[src/sv/assert_macros.svh]
// Assertion macros for the positional list block.
// Depends on nothing; the including module supplies clk and rst_n.
`ifndef ASSERT_MACROS_SVH
`define ASSERT_MACROS_SVH
`ifndef SYNTHESIS
// Checked at every rising edge outside reset.
`define PLID_ASSERT(label, prop, msg) \
  label: assert property (@(posedge clk) disable iff (!rst_n) (prop)) else $error(msg);
// Checked only on the edge after a qualifying cycle.
`define PLID_ASSERT_NEXT(label, cond, prop, msg) \
  label: assert property (@(posedge clk) disable iff (!rst_n) (cond) |=> (prop)) else $error(msg);
`else
`define PLID_ASSERT(label, prop, msg)
`define PLID_ASSERT_NEXT(label, cond, prop, msg)
`endif
`endif

[src/sv/plid_pkg.sv]
// Types and constants for the positional list block.
// Depends on nothing; used by positional_list_insert_delete.
package plid_pkg;

  localparam int CAPACITY = 32;
  localparam int ELEM_W   = 32;
  localparam int VALUE_W  = 32;
  localparam int POS_W    = 6;
  localparam int CNT_W    = $clog2(CAPACITY + 1);
  localparam int IDX_W    = $clog2(CAPACITY);
  // Wide enough for position, count + 1 and every cell index.
  localparam int CMP_W    = ((CNT_W > POS_W) ? CNT_W : POS_W) + 1;

  localparam logic [1:0] MODE_INSERT = 2'd0;
  localparam logic [1:0] MODE_DELETE = 2'd1;
  localparam logic [1:0] MODE_READ   = 2'd2;

  typedef struct packed {
    logic [1:0]                mode;
    logic [POS_W-1:0]          position;
    logic signed [VALUE_W-1:0] value;
  } plid_in_t;

  typedef struct packed {
    logic                      ok;
    logic signed [VALUE_W-1:0] read_value;
    logic [CNT_W-1:0]          length;
  } plid_out_t;

endpackage

[src/sv/positional_list_insert_delete.sv]
// Channel   | Handshake              | Payload
// ----------+------------------------+---------------------------------
// in        | in_valid / in_ready    | in_data  (mode, position, value)
// out       | out_valid / out_ready  | out_data (ok, read_value, length)
//
// One transfer is taken per cycle unless the output stalls; the input register loads at the
// input transfer and the result register loads from it once the result register is free.
// The list is a row of cells that all shift in the same cycle, so the whole
// insert or delete is one pass of compare-and-select per cell.
// rst_n (synchronous) empties the list; cell contents are not cleared.
// A stall at the output holds the result register and then the input register.
// Depends on plid_pkg and assert_macros.svh.
`include "assert_macros.svh"

module positional_list_insert_delete (
  input  logic                clk,
  input  logic                rst_n,
  input  logic                in_valid,
  output logic                in_ready,
  input  plid_pkg::plid_in_t  in_data,
  output logic                out_valid,
  input  logic                out_ready,
  output plid_pkg::plid_out_t out_data
);

  logic                                  s1_valid_r;
  plid_pkg::plid_in_t                    s1_r;
  logic                                  out_valid_r;
  plid_pkg::plid_out_t                   out_r;
  logic [plid_pkg::CNT_W-1:0]            count_r;
  logic [plid_pkg::CNT_W-1:0]            count_nxt;
  logic signed [plid_pkg::ELEM_W-1:0]    cells_r   [plid_pkg::CAPACITY];
  logic signed [plid_pkg::ELEM_W-1:0]    cells_nxt [plid_pkg::CAPACITY];

  logic                                  advance;
  logic [plid_pkg::CMP_W-1:0]            pos_w;
  logic [plid_pkg::CMP_W-1:0]            cnt_w;
  logic [plid_pkg::CMP_W-1:0]            idx_w;
  logic                                  ins_ok;
  logic                                  del_ok;
  logic                                  rd_ok;
  plid_pkg::plid_out_t                   res;

  // The result register frees as it is read, so the input register moves on.
  assign advance  = s1_valid_r && (!out_valid_r || out_ready);
  assign in_ready = !s1_valid_r || advance;

  assign pos_w = plid_pkg::CMP_W'(s1_r.position);
  assign cnt_w = plid_pkg::CMP_W'(count_r);
  assign idx_w = pos_w - plid_pkg::CMP_W'(1);

  assign ins_ok = (s1_r.mode == plid_pkg::MODE_INSERT) && (pos_w != '0)
               && (pos_w <= cnt_w + plid_pkg::CMP_W'(1))
               && (cnt_w < plid_pkg::CMP_W'(plid_pkg::CAPACITY));
  assign del_ok = (s1_r.mode == plid_pkg::MODE_DELETE) && (pos_w != '0)
               && (pos_w <= cnt_w);
  assign rd_ok  = (s1_r.mode == plid_pkg::MODE_READ) && (pos_w != '0)
               && (pos_w <= cnt_w);

  always_comb begin
    count_nxt = count_r;
    if (ins_ok) begin
      count_nxt = count_r + plid_pkg::CNT_W'(1);
    end else if (del_ok) begin
      count_nxt = count_r - plid_pkg::CNT_W'(1);
    end
  end

  always_comb begin
    res.ok         = ins_ok || del_ok || rd_ok;
    res.read_value = '0;
    if (rd_ok) begin
      res.read_value = plid_pkg::VALUE_W'(cells_r[idx_w[plid_pkg::IDX_W-1:0]]);
    end
    res.length = count_nxt;
  end

  // Each cell picks its neighbour below, the new value, its neighbour above
  // or itself, from a compare of its own index with the target index.
  for (genvar g = 0; g < plid_pkg::CAPACITY; g++) begin : g_cell
    localparam logic [plid_pkg::CMP_W-1:0] CellIdx = plid_pkg::CMP_W'(g);
    always_comb begin
      cells_nxt[g] = cells_r[g];
      if (ins_ok) begin
        if (CellIdx == idx_w) begin
          cells_nxt[g] = plid_pkg::ELEM_W'(s1_r.value);
        end else if (CellIdx > idx_w) begin
          cells_nxt[g] = cells_r[(g == 0) ? 0 : g - 1];
        end
      end else if (del_ok) begin
        if (CellIdx >= idx_w && g < plid_pkg::CAPACITY - 1) begin
          cells_nxt[g] = cells_r[(g == plid_pkg::CAPACITY - 1) ? g : g + 1];
        end
      end
    end

    always_ff @(posedge clk) begin
      if (advance) begin
        cells_r[g] <= cells_nxt[g];
      end
    end
  end

  always_ff @(posedge clk) begin
    if (!rst_n) begin
      s1_valid_r  <= 1'b0;
      out_valid_r <= 1'b0;
      count_r     <= '0;
    end else begin
      if (in_ready) begin
        s1_valid_r <= in_valid;
      end
      if (advance) begin
        out_valid_r <= 1'b1;
        count_r     <= count_nxt;
      end else if (out_ready) begin
        out_valid_r <= 1'b0;
      end
    end
  end

  always_ff @(posedge clk) begin
    if (in_valid && in_ready) begin
      s1_r <= in_data;
    end
    if (advance) begin
      out_r <= res;
    end
  end

  assign out_valid = out_valid_r;
  assign out_data  = out_r;

  `PLID_ASSERT(a_count_in_range, count_r <= plid_pkg::CNT_W'(plid_pkg::CAPACITY), "count above capacity")
  `PLID_ASSERT_NEXT(a_count_held, !advance, $stable(count_r), "count changed without a transfer")
  `PLID_ASSERT_NEXT(a_insert_grows, advance && ins_ok, count_r == $past(count_r) + plid_pkg::CNT_W'(1), "insert did not grow the list")
  `PLID_ASSERT(a_reject_zero, !(out_valid_r && !out_r.ok) || (out_r.read_value == '0), "rejected result carries data")

endmodule

[config.mk]
export PLATFORM = sky130hd
export DESIGN_NAME = positional_list_insert_delete
export DESIGN_NICKNAME = d
export VERILOG_FILES = /design/src/sv/plid_pkg.sv /design/src/sv/positional_list_insert_delete.sv
export VERILOG_INCLUDE_DIRS = /design/src /design/src/sv
export SDC_FILE = /design/constraint.sdc
export NUM_CORES = 2
export LEC_CHECK = 0
export BUFFER_PORTS_ARGS = -buffer_cell sky130_fd_sc_hd__buf_2
export CORE_ASPECT_RATIO = 0.7
export CORE_MARGIN = 1
export CORE_UTILIZATION = 43
export DETAILED_ROUTE_END_ITERATION = 8
export PLACE_DENSITY = 0.59
export SYNTH_ARGS = -nofsm -noshare
export SYNTH_HDL_FRONTEND = slang
export SYNTH_SLANG_ARGS = --single-unit
[constraint.sdc]
create_clock -name clk -period 15.7 [get_ports clk]
set_clock_uncertainty 0.05 [all_clocks]
set_input_delay 3.14 -clock clk [delete_from_list [all_inputs] [get_ports clk]]
set_output_delay 3.14 -clock clk [all_outputs]
set_load 0.1 [all_outputs]
; Word level (Yosys, flattened, before mapping)
; Memories as Yosys holds them, arrays and structs flattened. A register that Yosys moved wholly into a read port is not among the register bits.
; Cells that the tools add are included.
[classes]
magnitude_cmp = 65
mux = 163
eq_ne = 33
reduce_logical = 20
n_addsub = 4
[op_table]
columns = cell, count
row1 = $mux W32, 157
row2 = $eq A5 B7 Y1 const A, 16
row3 = $gt A5 B7 Y1 const A, 16
row4 = $ge A5 B7 Y1 const A, 15
row5 = $eq A4 B7 Y1 const A, 8
row6 = $ge A4 B7 Y1 const A, 8
row7 = $gt A4 B7 Y1 const A, 8
row8 = $eq A3 B7 Y1 const A, 4
row9 = $ge A3 B7 Y1 const A, 4
row10 = $gt A3 B7 Y1 const A, 4
row11 = $eq A2 B7 Y1 const A, 2
row12 = $ge A1 B7 Y1 const A, 2
row13 = $ge A2 B7 Y1 const A, 2
row14 = $gt A2 B7 Y1 const A, 2
row15 = $mux W6, 2
row16 = $logic_and A1 B1 Y1, 9
row17 = $add A6 B1 Y7 const B, 1
row18 = $eq A1 B7 Y1 const A, 1
row19 = $gt A1 B7 Y1 const A, 1
row20 = $le A6 B7 Y1, 1
row21 = $logic_not A7 Y1, 1
row22 = $reduce_bool A7 Y1, 1
row23 = $sub A6 B1 Y7 const B, 1
row24 = $add A6 B1 Y6 const B, 1
row25 = other kinds (10), 18
[totals]
mem_count = 1
wordCells = 294
out_inout_bits = 41
inputBits = 44
ram_bits = 1024
ff_bits = 55
[mem_list]
columns = memory, depth, word_bits, rd, rd_clocked_by_memory_dff, write_ports, line_no
row1 = cells_r, 32, 32, 33, 1, 32, positional_list_insert_delete.sv:32  ; logic signed [plid_pkg::ELEM_W-1:0] cells_r [plid_pkg::CAPACITY];

; Logic depth before layout (Yosys ltp)
[depth]
word_depth = 6
depth_mapped = 19

; Least setup slack after synthesis
; OpenSTA, ideal clock, no wires.
[synth_timing]
path_type = input to register
start = input port out_ready
end = memory cells_r[5][0] (netlist name), enable pin
stages = 7
n_path_buf = 2
path_slack_ns = 8.239
t_arrival_ns = 6.950
required_time_ns = 15.189
cell_sequence = nor2b_1 -> nand2b_1 -> clkbuf_1 -> clkinv_1 -> o21ai_1 -> clkbuf_1 -> nor3_1
[synth_lines]
columns = item, line_no
row1 = from (decl), positional_list_insert_delete.sv:22  ; input logic out_ready,
row2 = to (decl), positional_list_insert_delete.sv:32

; Final worst setup path
[layout_timing]
start = input port out_ready
end = output port in_ready
[layout_via]
elab_chain_len = 3
[layout_rtl]
columns = item, line_no
row1 = $logic_or A1 B1 Y1, positional_list_insert_delete.sv:45  ; assign advance = s1_valid_r && (!out_valid_r || out_ready);
row2 = $logic_and A1 B1 Y1, positional_list_insert_delete.sv:45
row3 = $logic_or A1 B1 Y1, positional_list_insert_delete.sv:46  ; assign in_ready = !s1_valid_r || advance;
row4 = to (decl), positional_list_insert_delete.sv:19  ; output logic in_ready,
; Every way passes these cells.

==> flow_summary.json <==
{
  "status": "finished, violations left",
  "violations": "max-capacitance violations",
  "fin_cells": 7309,
  "layout-drive-gt1-share_pct": 14.6,
  "finalPower_mw": 6.82,
  "critPathArrivalTime_ns": 3.87,
  "yosysUniqueCellTypes": 68,
  "h-tree-depth": 3,
  "p_leak_nw": 27.7,
  "cts_buffers": 112,
  "syn_inst": 5447,
  "min-delay-path-class": "register to register",
  "drc": 0,
  "synth_most_common_cell": "nand2_1",
  "die_area_mm2": 0.150,
  "postLayoutSetupSlackWorst_ns": 8.64,
  "drt_first_pass_iters": 6,
  "worst_slew_pin_slew_ns": 1.45,
  "ys_ff_latch": 1111,
  "grt_max_degree": 292,
  "drv_cap": 1,
  "synthTopCellsByCount": "nand2_1, edfxtp_1, mux2i_1, o21ai_0, clkbuf_1",
  "insertion_delay_ns": 0.76,
  "final_antenna_net_count": 0,
  "pre_cts_slack_ns": 8.63,
  "sw_frac_of_total_pct": 26.2,
  "drt_iter0_drc": 5937,
  "cts_tree": "done",
  "maxSlewViolCount": 0,
  "cts_num_sinks": 1111,
  "viasPerCell": 6.09,
  "cts_hold_buf": 0,
  "avgRoutedWirePerCell_um": 27.8,
  "core_area_mm2": 0.146,
  "grt-ovfl-total": 0,
  "io_buffers": 84,
  "cp_max_fo": 4,
  "setup_viol": 0,
  "groute.usage.overall_pct": 27.0,
  "cts_root_buf": "clkbuf_16",
  "power_frac_comb_pct": 11.2,
  "hold_viol_final": 0,
  "crit_type": "input port to primary output",
  "setup_tns_ns": 0,
  "nets": 5309,
  "timing.fmax_mhz": 142,
  "ir_drop_mv": 0.103,
  "power.net_switching_mw": 1.79,
  "cts.clk_slew.worst_paths_ns": 0.06,
  "yosysTopAreaCell": "edfxtp_1",
  "slew-limit-headroom_pct": 2.15,
  "syn_area_mm2": 0.0637,
  "cp.required_ns": 12.51,
  "ys.flop_type": "edfxtp_1",
  "avgSynthCellArea_um2": 11.7,
  "dp_hpwl_um": 125000,
  "ios": 85,
  "yosys-top-cells-area": "edfxtp_1, mux2i_1, mux4_2",
  "grt_pass1_vias": 41400,
  "via_count": 44500,
  "async_flop_share_pct": 0,
  "crit_path_end_kind": "primary output",
  "syn2layout_area_growth_pct": 9.03,
  "row_count": 117,
  "routabilityCongestion": 0.870,
  "yosysTopAreaCellShare_pct": 52.0,
  "whs_ns": 0.478,
  "yosysSeqAreaShare_pct": 52.2,
  "synth_edf_count": 1103,
  "cts_max_path_buffers": 3,
  "synthesis.nets": 5510,
  "period_needed_ns": 7.06,
  "grt_pass1_wl_um": 296000,
  "seq_power_share_pct": 48.7,
  "grt_antenna_before_repair": 7,
  "cp-start-kind": "input port",
  "grt_setup_unrepaired": "false",
  "cts.repair.resized": 0,
  "ys.warnings.count": 0,
  "post-cts-setup-buffer-count": 0,
  "die_w_um": 462,
  "p_int_mw": 5.03,
  "die_h_um": 324,
  "powerDensity_mw_per_mm2": 98.1,
  "start_util_pct": 43.6,
  "period_share_pct": 45.0,
  "clkPwrFrac_pct": 40.1,
  "dp.cells": 7095,
  "drt_wl_total_um": 203000
}
==> metrics by stage <==
step | instance area [µm²] | utilization [%]
2_1_floorplan | 63700 | -
3_3_place_gp | 65900 | 45.1
3_5_place_dp | 65900 | 45.1
4_1_cts | 69500 | 47.5
5_1_grt | 69500 | 47.5
6_report | 69500 | 47.5
==> power by group through the flow <==
stage | clock [mW] | sequential (mW) | combinational [mW]
floorplan | 0 | 3.40 | 0.468
finish | 2.74 | 3.32 | 0.766
global placement | 0 | 3.38 | 0.735
CTS | 2.76 | 3.32 | 0.746
global route | 2.86 | 3.32 | 0.814
detailed placement | 0 | 3.38 | 0.744
==> final cells by class <==
class                      instances  area (µm²)
clock inverter                    69         618
timing repair buffer             215        1490
clock buffer                     140        2960
multi-input combinational       3792       28600
inverter                          14        52.6
sequential                      1111       33300
tap                             1963        2460
antenna                            5        12.5
fill                           13100       76800
==> cell usage in the layout, fill, tap and decap left out, types with 5 or more instances in the layout <==
cell type	synthesis	layout
a21oi_1	60	43
a21oi_4	0	16
a222oi_1	11	11
buf_12	0	7
buf_2	152	84
buf_4	17	124
bufinv_16	0	10
clkbuf_1	311	24
clkbuf_16	0	113
clkinv_1	2	27
clkinv_2	0	23
dfxtp_1	8	8
diode_2	0	5
edfxtp_1	1103	1103
ha_1	19	17
inv_1	12	12
mux2_2	32	32
mux2i_1	979	979
mux4_2	292	292
nand2_1	1263	1253
nand2_2	0	9
nand3_1	16	9
nand3_2	0	6
nor2_1	36	26
nor2_4	0	11
nor2b_1	6	5
nor3_1	14	7
nor3_2	1	7
o21ai_0	913	912
o21ai_1	53	53
o22ai_1	7	7
xnor2_1	10	8
==> kinds of logic (layout without fill, tap and decap cells) <==
kind of cell	after synthesis	count (layout)	share of synthesized area [%]
compound gates	1082	1082	8.81
flops	1111	1111	52.2
buf+inv	544	438	3.67
other cells	0	5	0
simple gates	1377	1377	8.52
xor+xnor	11	11	0.151
mux	1303	1303	26.3
fa+ha+maj	19	19	0.373
==> worst max-delay path, cell delays in order <==
cell and delay, ns:
buf_2 0.10, nor2b_1 0.22, nand2_1 0.11, buf_2 0.30
==> metal layers <==
| metal | GRT usage (%) | wire [µm] | vias up | share of wire, % |
|---|---|---|---|---|
| li1 | - | - | 19900 | - |
| met1 | 41.7 | 92700 | 22300 | 46 |
| met2 | 35.3 | 80200 | 2165 | 40 |
| met3 | 9.95 | 26100 | 221 | 13 |
| met4 | 5.61 | 3830 | 4 | 1.9 |
| met5 | 0.417 | 104 | - | 0.051 |
==> registers in the layout (all words and copies together) (netlist names) <==
name        count
cells_r      1024
out_valid       1
s1_r           34
s1_valid_r      1
out_data       39
count_r         6
pos_w           6
==> worst paths after layout <==
path	startpoint	end	slack (ns)	cells past startpoint
worst min register to register	count_r[5]$_SDFFE_PN0P_	count_r[5]$_SDFFE_PN0P_	0.48	2
worst min-delay path	count_r[5]$_SDFFE_PN0P_	count_r[5]$_SDFFE_PN0P_	0.48	2
worst max-delay path	out_ready	in_ready	8.64	4
worst max register to register	count_r[0]$_SDFFE_PN0P_	cells_r[3][28]$_DFFE_PP_	9.28	13
Note: power is estimated with default switching activity, not from simulation.
